[src/rtl/assert_macros.svh]
// Concurrent check helpers clocked on clk_i and held off during rst_ni low.
`ifndef ASSERT_MACROS_SVH
`define ASSERT_MACROS_SVH

`define BPMC_ASSERT(lbl, prop, msg) \
  lbl: assert property (@(posedge clk_i) disable iff (!rst_ni) prop) else $error(msg);

`define BPMC_NEVER(lbl, cond, msg) \
  `BPMC_ASSERT(lbl, !(cond), msg)

`endif

[src/rtl/bpmc_pkg.sv]
`timescale 1ns / 1ps

package bpmc_pkg;

  localparam int HistoryDefault = 2;

  localparam int TempW = 12;
  localparam int AgeW = 20;
  localparam int SinceW = 10;
  localparam int RunW = 4;
  localparam int PhaseW = 8;

  localparam logic [AgeW-1:0] AgeMax = '1;
  localparam logic [SinceW-1:0] SinceMax = '1;
  localparam logic [RunW-1:0] RunMax = '1;

  localparam int AddrW = 5;
  localparam int DataW = 32;

  typedef enum logic [1:0] {
    MODE_OFF   = 2'd0,
    MODE_READY = 2'd1,
    MODE_PUMP  = 2'd2
  } mode_e;

  typedef enum logic [1:0] {
    CMD_NONE = 2'd0,
    CMD_OFF  = 2'd1,
    CMD_ON   = 2'd2
  } cmd_e;

  typedef enum logic [2:0] {
    REG_SETPOINT  = 3'd0,
    REG_DEBOUNCE  = 3'd1,
    REG_PERIOD    = 3'd2,
    REG_AUTO_OFF  = 3'd3,
    REG_HEAT_DEAD = 3'd4,
    REG_PUMP_DEAD = 3'd5
  } reg_idx_e;

  typedef struct packed {
    logic [TempW-1:0]  setpoint;
    logic [RunW-1:0]   debounce;
    logic [PhaseW-1:0] period;
    logic [AgeW-1:0]   auto_off;
    logic [SinceW-1:0] heat_dead;
    logic [SinceW-1:0] pump_dead;
  } cfg_t;

  typedef struct packed {
    logic [1:0]       cmd;
    logic             open;
    logic [TempW-1:0] sample;
    logic             button;
  } tick_t;

  typedef struct packed {
    logic             over;
    logic             fault;
    logic [TempW-1:0] average;
  } samp_res_t;

  typedef struct packed {
    logic             measured;
    logic             fault;
    logic [TempW-1:0] average;
    logic [1:0]       mode;
    logic             pump;
    logic             heat;
  } result_t;

endpackage

[src/rtl/bpmc_cfg_regs.sv]
`timescale 1ns / 1ps

module bpmc_cfg_regs import bpmc_pkg::*; (
  input  logic             clk_i,
  input  logic             rst_ni,
  input  logic             psel,
  input  logic             penable,
  input  logic             pwrite,
  input  logic [AddrW-1:0] paddr,
  input  logic [DataW-1:0] pwdata,
  output logic [DataW-1:0] prdata,
  output logic             pready,
  output cfg_t             cfg_o
);

  cfg_t cfg_q;
  logic wr_en;
  logic [2:0] idx;

  assign pready = 1'b1;
  assign wr_en  = psel && penable && pwrite;
  assign idx    = paddr[4:2];
  assign cfg_o  = cfg_q;

  always_ff @(posedge clk_i or negedge rst_ni) begin
    if (!rst_ni) begin
      cfg_q.setpoint  <= TempW'(364);
      cfg_q.debounce  <= RunW'(5);
      cfg_q.period    <= PhaseW'(25);
      cfg_q.auto_off  <= AgeW'(360000);
      cfg_q.heat_dead <= SinceW'(100);
      cfg_q.pump_dead <= '0;
    end else if (wr_en) begin
      unique case (idx)
        REG_SETPOINT:  cfg_q.setpoint  <= pwdata[TempW-1:0];
        REG_DEBOUNCE:  cfg_q.debounce  <= pwdata[RunW-1:0];
        REG_PERIOD:    cfg_q.period    <= pwdata[PhaseW-1:0];
        REG_AUTO_OFF:  cfg_q.auto_off  <= pwdata[AgeW-1:0];
        REG_HEAT_DEAD: cfg_q.heat_dead <= pwdata[SinceW-1:0];
        REG_PUMP_DEAD: cfg_q.pump_dead <= pwdata[SinceW-1:0];
        default: ;
      endcase
    end
  end

  always_comb begin
    unique case (idx)
      REG_SETPOINT:  prdata = DataW'(cfg_q.setpoint);
      REG_DEBOUNCE:  prdata = DataW'(cfg_q.debounce);
      REG_PERIOD:    prdata = DataW'(cfg_q.period);
      REG_AUTO_OFF:  prdata = DataW'(cfg_q.auto_off);
      REG_HEAT_DEAD: prdata = DataW'(cfg_q.heat_dead);
      REG_PUMP_DEAD: prdata = DataW'(cfg_q.pump_dead);
      default:       prdata = '0;
    endcase
  end

endmodule

[src/rtl/bpmc_samples.sv]
`timescale 1ns / 1ps

module bpmc_samples import bpmc_pkg::*; #(
  parameter int HISTORY = HistoryDefault
) (
  input  logic             clk_i,
  input  logic             rst_ni,
  input  logic             step_i,
  input  logic             measure_i,
  input  logic [TempW-1:0] sample_i,
  input  logic             open_i,
  input  logic [TempW-1:0] setpoint_i,
  output samp_res_t        res_o
);

  localparam int LogH   = $clog2(HISTORY);
  localparam int PtrW   = (HISTORY > 1) ? LogH : 1;
  localparam int SumW   = TempW + LogH;
  localparam int Shift  = SumW + LogH;
  localparam int Recip  = ((1 << Shift) + HISTORY - 1) / HISTORY;
  localparam int ProdW  = 2 * SumW + 1;

  logic [TempW-1:0]   store_q [HISTORY];
  logic [HISTORY-1:0] open_q, open_d;
  logic [PtrW-1:0]    ptr_q, ptr_d;
  logic [SumW-1:0]    sum_q, sum_d, limit;
  logic [ProdW-1:0]   prod;

  always_comb begin
    open_d = open_q;
    sum_d  = sum_q;
    ptr_d  = ptr_q;
    if (measure_i) begin
      open_d[ptr_q] = open_i;
      sum_d = sum_q - SumW'(store_q[ptr_q]) + SumW'(sample_i);
      ptr_d = (ptr_q == PtrW'(HISTORY - 1)) ? '0 : ptr_q + PtrW'(1);
    end
    limit = SumW'(setpoint_i) * SumW'(HISTORY);
    prod  = ProdW'(sum_d) * ProdW'(Recip);
  end

  assign res_o.over    = sum_d > limit;
  assign res_o.fault   = |open_d;
  assign res_o.average = prod[Shift +: TempW];

  always_ff @(posedge clk_i or negedge rst_ni) begin
    if (!rst_ni) begin
      for (int i = 0; i < HISTORY; i++) begin
        store_q[i] <= '0;
      end
      open_q <= '0;
      ptr_q  <= '0;
      sum_q  <= '0;
    end else if (step_i && measure_i) begin
      store_q[ptr_q] <= sample_i;
      open_q         <= open_d;
      ptr_q          <= ptr_d;
      sum_q          <= sum_d;
    end
  end

endmodule

[src/rtl/bpmc_tick_core.sv]
`timescale 1ns / 1ps

module bpmc_tick_core import bpmc_pkg::*; (
  input  logic      clk_i,
  input  logic      rst_ni,
  input  logic      step_i,
  input  tick_t     tick_i,
  input  cfg_t      cfg_i,
  input  samp_res_t samp_i,
  output logic      measure_o,
  output result_t   result_o
);

  mode_e             mode_q, mode_a, mode_b, mode_d;
  logic              level_q, level_d;
  logic [RunW-1:0]   run_q, run_d;
  logic [PhaseW-1:0] phase_q, phase_d, phase_inc;
  logic [AgeW-1:0]   age_q, age_d, age_inc, age_b;
  logic              heat_q, heat_d, pump_q, pump_d;
  logic [SinceW-1:0] hsince_q, hsince_d, hsince_inc;
  logic [SinceW-1:0] psince_q, psince_d, psince_inc;
  logic              heat_want, pump_want, heat_sw, pump_sw, clr, measure;

  assign phase_inc = phase_q + PhaseW'(1);
  assign measure   = phase_inc >= cfg_i.period;
  assign phase_d   = measure ? '0 : phase_inc;

  always_comb begin
    age_inc    = (age_q == AgeMax) ? age_q : age_q + AgeW'(1);
    hsince_inc = (hsince_q == SinceMax) ? hsince_q : hsince_q + SinceW'(1);
    psince_inc = (psince_q == SinceMax) ? psince_q : psince_q + SinceW'(1);

    run_d   = run_q;
    level_d = level_q;
    mode_a  = mode_q;
    if (mode_q != MODE_OFF) begin
      if (tick_i.button != level_q) begin
        run_d = (run_q == RunMax) ? run_q : run_q + RunW'(1);
      end else begin
        run_d = '0;
      end
      if (run_d >= cfg_i.debounce) level_d = tick_i.button;
      mode_a = level_d ? MODE_PUMP : MODE_READY;
    end

    mode_b = mode_a;
    case (tick_i.cmd)
      CMD_OFF: mode_b = MODE_OFF;
      CMD_ON:  mode_b = MODE_READY;
      default: ;
    endcase

    clr   = (mode_a != mode_q) || (mode_b != mode_a);
    age_b = clr ? '0 : age_inc;

    mode_d    = mode_b;
    age_d     = age_b;
    heat_want = heat_q;
    pump_want = pump_q;
    if (measure) begin
      unique case (mode_b)
        MODE_PUMP: begin
          pump_want = 1'b1;
          heat_want = 1'b1;
        end
        MODE_READY: begin
          pump_want = 1'b0;
          heat_want = !(samp_i.fault || samp_i.over);
          if (age_b > cfg_i.auto_off) begin
            mode_d = MODE_OFF;
            age_d  = '0;
          end
        end
        default: begin
          pump_want = 1'b0;
          heat_want = 1'b0;
        end
      endcase
    end

    heat_sw  = (heat_want != heat_q) && (hsince_inc > cfg_i.heat_dead);
    pump_sw  = (pump_want != pump_q) && (psince_inc > cfg_i.pump_dead);
    heat_d   = heat_sw ? heat_want : heat_q;
    pump_d   = pump_sw ? pump_want : pump_q;
    hsince_d = heat_sw ? '0 : hsince_inc;
    psince_d = pump_sw ? '0 : psince_inc;
  end

  assign measure_o         = measure;
  assign result_o.heat     = heat_d;
  assign result_o.pump     = pump_d;
  assign result_o.mode     = mode_d;
  assign result_o.average  = samp_i.average;
  assign result_o.fault    = samp_i.fault;
  assign result_o.measured = measure;

  always_ff @(posedge clk_i or negedge rst_ni) begin
    if (!rst_ni) begin
      mode_q   <= MODE_READY;
      level_q  <= 1'b0;
      run_q    <= '0;
      phase_q  <= '0;
      age_q    <= '0;
      heat_q   <= 1'b0;
      pump_q   <= 1'b0;
      hsince_q <= SinceMax;
      psince_q <= SinceMax;
    end else if (step_i) begin
      mode_q   <= mode_d;
      level_q  <= level_d;
      run_q    <= run_d;
      phase_q  <= phase_d;
      age_q    <= age_d;
      heat_q   <= heat_d;
      pump_q   <= pump_d;
      hsince_q <= hsince_d;
      psince_q <= psince_d;
    end
  end

endmodule

[src/rtl/boiler_pump_mode_controller_core.sv]
`timescale 1ns / 1ps

// Boiler pump mode controller. Each stream beat in is one 10 ms tick; each
// beat out is the relay drive, mode and averaged temperature after that tick.
// A tick is taken into an input register, worked through combinationally and
// written to the result register, so a beat is accepted every cycle and its
// result is presented from the result register; only the output side's tready
// stalls the flow. Sample history resets to zero in flip-flops, so no clearing
// pass runs after reset. The user must write registers on the APB port only
// while no beat is in flight; the block itself does not enforce this.
`include "assert_macros.svh"

module boiler_pump_mode_controller_core import bpmc_pkg::*; #(
  parameter int HISTORY = HistoryDefault
) (
  input  logic             clk_i,
  input  logic             rst_ni,
  input  logic             s_axis_tvalid,
  output logic             s_axis_tready,
  // [0] button_pressed, [12:1] temp_sample, [13] temp_open, [15:14] remote_cmd
  input  logic [15:0]      s_axis_tdata,
  output logic             m_axis_tvalid,
  input  logic             m_axis_tready,
  // [0] heat_on, [1] pump_on, [3:2] mode, [15:4] temp_average,
  // [16] temp_fault, [17] measured, [23:18] zero
  output logic [23:0]      m_axis_tdata,
  input  logic             psel,
  input  logic             penable,
  input  logic             pwrite,
  input  logic [AddrW-1:0] paddr,
  input  logic [DataW-1:0] pwdata,
  output logic [DataW-1:0] prdata,
  output logic             pready
);

  cfg_t      cfg;
  samp_res_t samp;
  result_t   result, res_q;
  tick_t     tick_q;
  logic      in_valid_q, out_valid_q, advance, measure, s_accept;

  assign advance       = in_valid_q && (!out_valid_q || m_axis_tready);
  assign s_axis_tready = !in_valid_q || advance;
  assign s_accept      = s_axis_tvalid && s_axis_tready;
  assign m_axis_tvalid = out_valid_q;
  assign m_axis_tdata  = 24'(res_q);

  bpmc_cfg_regs u_cfg (
    .clk_i   (clk_i),
    .rst_ni  (rst_ni),
    .psel    (psel),
    .penable (penable),
    .pwrite  (pwrite),
    .paddr   (paddr),
    .pwdata  (pwdata),
    .prdata  (prdata),
    .pready  (pready),
    .cfg_o   (cfg)
  );

  bpmc_samples #(.HISTORY(HISTORY)) u_samples (
    .clk_i      (clk_i),
    .rst_ni     (rst_ni),
    .step_i     (advance),
    .measure_i  (measure),
    .sample_i   (tick_q.sample),
    .open_i     (tick_q.open),
    .setpoint_i (cfg.setpoint),
    .res_o      (samp)
  );

  bpmc_tick_core u_core (
    .clk_i     (clk_i),
    .rst_ni    (rst_ni),
    .step_i    (advance),
    .tick_i    (tick_q),
    .cfg_i     (cfg),
    .samp_i    (samp),
    .measure_o (measure),
    .result_o  (result)
  );

  always_ff @(posedge clk_i or negedge rst_ni) begin
    if (!rst_ni) begin
      in_valid_q  <= 1'b0;
      out_valid_q <= 1'b0;
    end else begin
      in_valid_q  <= s_accept || (in_valid_q && !advance);
      out_valid_q <= advance || (out_valid_q && !m_axis_tready);
    end
  end

  always_ff @(posedge clk_i) begin
    if (s_accept) begin
      tick_q <= tick_t'(s_axis_tdata);
    end
    if (advance) begin
      res_q <= result;
    end
  end

  `BPMC_ASSERT(a_ready_only_on_stall, !s_axis_tready |-> in_valid_q && out_valid_q && !m_axis_tready, "input stalled without a full pipe")
  `BPMC_ASSERT(a_out_from_advance, $rose(m_axis_tvalid) |-> $past(advance), "result raised without a processed tick")
  `BPMC_NEVER(a_mode_code, m_axis_tvalid && (m_axis_tdata[3:2] == 2'd3), "result carries undefined mode")

endmodule

[config.mk]
export PLATFORM = sky130hd
export DESIGN_NAME = boiler_pump_mode_controller_core
export DESIGN_NICKNAME = d
export VERILOG_FILES = /design/src/rtl/bpmc_pkg.sv /design/src/rtl/bpmc_cfg_regs.sv /design/src/rtl/bpmc_samples.sv /design/src/rtl/bpmc_tick_core.sv /design/src/rtl/boiler_pump_mode_controller_core.sv
export VERILOG_INCLUDE_DIRS = /design/src /design/src/rtl
export SDC_FILE = /design/constraint.sdc
export NUM_CORES = 1
export LEC_CHECK = 0
export BUFFER_PORTS_ARGS = -buffer_cell sky130_fd_sc_hd__buf_4
export CORE_ASPECT_RATIO = 1.5
export CORE_MARGIN = 1
export CORE_UTILIZATION = 40
export DETAILED_ROUTE_END_ITERATION = 10
export SETUP_SLACK_MARGIN = 0.5
export SYNTH_ARGS = -nofsm -noshare
export SYNTH_HDL_FRONTEND = slang
export SYNTH_SLANG_ARGS = --single-unit
[constraint.sdc]
create_clock -name clk_i -period 5.75 [get_ports clk_i]
set_clock_uncertainty 0.15 [all_clocks]
set_input_delay 0.2875 -clock clk_i [delete_from_list [all_inputs] [get_ports clk_i]]
set_output_delay 0.2875 -clock clk_i [all_outputs]
set_load 0.01 [all_outputs]
==> results.tsv <==
stage	metric	value	unit
setup_path	worst_r2r_path_depth	19	
drt	post_drt_wl_per_cell	17.0	um
timing	drv_slew	0	
yosys	synth_top_area_frac	0.248	
setup_path	worstPathArrival	5360	ps
hold_path	hold_path_startpoint	paddr[3]	
yosys	yosysWarnings	0	
clock_tree	path_clk_slew	70	ps
clock_tree	cts_sinks	197	
clock_tree	clock_latency	460	ps
global_route	grt_antenna_before_repair	0	
drt	vias_per_cell	5.23	
clock_tree	clockBufferDepth	2	
hold_path	min_delay_path_depth	3	
job	cap_violations	0	
placement	numPortBuffers	85	
timing	finalSetupTns	0	ps
global_route	grt_overflow_total	0	
power_and_ir_drop	vdd_drop_max	262	uV
timing	worst_slack	606	ps
yosys	yosysTopAreaCell	dfrtp_1	
timing	relSlewSlack	0.236	
final_layout	fillers	2767	
power_and_ir_drop	powerDensity	413	nW/um2
yosys	async_flop_share	0.827	
placement	place.gp.congestion	0.883	
yosys	syn-cell-area	12100	um2
final_layout	antenna_cells	0	
setup_path	reg2reg_slack	610	ps
drt	vias	9588	
power_and_ir_drop	p_leak	6.63	nW
yosys	synth_cell_types	76	
clock_tree	ctsHtreeMaxLevel	4	
setup_path	worstReg2RegStart	u_samples.ptr_q	
yosys	syn_inst	1270	
global_route	grt_pass1_wl	48.8	mm
final_layout	nets	1584	
setup_path	worstSetupPathType	reg -> reg	
placement	hpwlAfterDp	22.3	mm
placement	place_ws	76.3	ps
drt	drtPass1Iterations	7	
yosys	synth_top_cells_by_area	dfrtp_1 25%, dfstp_2 9.3%, ha_1 8.8%	
floorplan	start_util	0.409	
floorplan	placementRows	77	
placement	dp.cells	1725	
setup_path	end_kind	flip-flop	
global_route	grt_use_total	0.207	
drt	drt_iter0_markers	545	
timing	fin_crit_sh	0.895	
clock_tree	cts_buffers	17	
final_layout	layout.cells.non_filler	1835	
yosys	ys.flop_type	dfrtp_1	
yosys	yosysSeqAreaShare	0.426	
hold_path	min_path_type	in -> reg	
clock_tree	cts-root-buf	clkbuf_16	
timing	timing.fmax	194	MHz
timing	hold_viol	0	
global_route	grt_pass1_vias	9467	
timing	setup_violations	0	
drt	routed_wl	31.1	mm
timing	whs	315	ps
global_route	grt_max_degree	116	
drt	postRouteAntennaNets	0	
final_layout	drive_above_1_share	0.250	
final_layout	area_delta_synth_final	23.5	%
floorplan	ios	119	
yosys	synth_edf_count	34	
final_layout	final_common_cell	nand2_1	
final_layout	mostFrequentLayoutCells	163 x nand2_1, 142 x buf_4, 124 x inv_1	
drt	drc	0	
floorplan	die-height	215	um
clock_tree	cts_tree	yes	
floorplan	design.die.area	30900	um2
timing	tightest_slew	1140	ps
hold_path	hold_end	u_cfg.cfg_o[50]	
setup_path	cp-start-kind	flip-flop	
setup_path	path_max_fanout	8	
yosys	syn_area_per_cell	9.52	um2
yosys	synth.ff_latch_count	197	
status	status	completed	
timing	rsz0062_at_grt	yes	
setup_path	cp.required	5970	ps
floorplan	dieWidth	144	um
floorplan	coreArea	29600	um2
timing	period_minus_slack	5140	ps
setup_path	reg2reg_to	u_core.hsince_q[9]	
-- cells in the mapped netlist, types with 4 or more instances --
cell type  number
nand2_1       166
inv_1         130
dfrtp_1       120
o21ai_0       107
ha_1           85
nor2_1         76
mux2_2         60
dfstp_2        43
clkbuf_1       38
a21oi_1        34
edfxtp_1       34
xnor2_1        32
nand3_1        27
nor3_1         24
nand4_1        23
buf_4          19
xor2_1         19
mux2i_1        17
nand2b_1       13
nor4_1         13
fa_1           12
o22ai_1        12
a22oi_1        11
a211oi_1       10
nor2b_1        10
o41ai_1        10
a21o_1          9
a31oi_1         9
and3_1          8
o31ai_1         7
o211ai_1        6
or4_1           6
buf_2           5
o21a_1          5
o221ai_1        5
a22o_1          4
and2_1          4
o21bai_1        4
or3_1           4
-- metal layers --
metal / vias to the layer above / track usage / part of all wire
met5: - / 0 / 0
met4: 0 / 0.113 / 0.037
met3: 46 / 0.0294 / 0.030
met2: 172 / 0.361 / 0.53
met1: 4645 / 0.239 / 0.41
li1: 4725 / - / -
-- worst max path at each step --
| stage | from | endpoint | slack, ps | cells past startpoint |
|---|---|---|---|---|
| floorplan | u_samples.ptr_q | u_core.hsince_q[0] | 570 | 20 |
| global placement | u_samples.ptr_q | u_core.hsince_q[9] | 160 | 18 |
| detailed placement | u_samples.ptr_q | u_core.hsince_q[0] | 80 | 18 |
| CTS | u_core.run_q[0] | u_core.age_q[11] | 420 | 18 |
| global route | u_samples.ptr_q | u_core.hsince_q[9] | 430 | 19 |
| finish | u_samples.ptr_q | u_core.hsince_q[9] | 610 | 19 |
-- kinds of logic (layout without fill, tap and decap cells) --
group,Yosys count,in the layout,synth area share
flip-flops,197,197,0.426
AND/OR/NAND/NOR,387,387,0.147
adder cells (fa/ha/maj),97,97,0.108
other,2,19,0.000621
AO/OA/AOI/OAI,259,260,0.138
buffers and inverters,197,349,0.0682
multiplexers,80,80,0.0748
XOR/XNOR,51,51,0.0369
-- metrics by stage --
step	power (W)	cell area [um2]	util
floorplan	0.00351	12200	-
global placement	0.00406	13200	0.445
detailed placement	0.00412	13200	0.445
CTS	0.00577	14300	0.484
global route	0.00661	14900	0.505
finish	0.00617	14900	0.505
-- final cells by class --
class | instances | area, um2 | area share
multi-input cells | 894 | 6690 | 0.448
repair inverters | 1 | 7.51 | 0.000503
repair buffers | 185 | 1510 | 0.101
clock inverters | 14 | 150 | 0.0101
clock buffers | 18 | 429 | 0.0287
flip-flops and latches | 197 | 5160 | 0.345
well taps | 395 | 494 | 0.0331
inverters | 131 | 495 | 0.0332
-- worst max-delay path, cell delays in order (launching register included) --
cell and delay, ps:
dfrtp_2 450, mux2_4 310, fa_1 490, inv_2 60
ha_4 210, a211oi_2 210, o21bai_2 110, a31o_2 270
a41o_1 230, o41ai_4 270, xnor2_1 150, mux2_4 310
ha_4 270, nand4_1 180, a211o_1 330, o211ai_1 220
a311oi_4 170, mux2i_4 220, buf_12 160, nor4_2 250
-- state kept, by name, summed over array words and instances (netlist names) --
| name | flops |
|---|---|
| in_valid_q | 1 |
| tick_q | 16 |
| u_core.level_q | 1 |
| u_core.mode_q | 2 |
| u_core.pump_q | 1 |
| u_core.heat_q | 1 |
| u_cfg.cfg_o | 64 |
| u_core.psince_q | 10 |
| u_core.phase_q | 8 |
| m_axis_tvalid | 1 |
| u_core.hsince_q | 10 |
| m_axis_tdata | 18 |
| u_samples.ptr_q | 1 |
| u_core.run_q | 4 |
| u_samples.sum_q | 13 |
| u_core.age_q | 20 |
| u_samples.open_q | 2 |
| u_samples.store_q | 24 |
-- where the power goes --
part           internal (W)  switching (W)
combinational       0.00150        0.00145
sequential          0.00176       0.000240
clock              0.000645       0.000574
total               0.00391        0.00226
-- timing repair --
| item | CTS | global route |
|---|---|---|
| hold buffers | 39 | 0 |
| setup buffers | 18 | 19 |
| endpoints found under the hold margin | 163 | 0 |
| gates resized for setup | 11 | 85 |
| pin swaps | 11 | 32 |
| endpoints found under the setup margin | 30 | 37 |
| gates cloned | 0 | 2 |
Power figures use the tool's default switching activity.
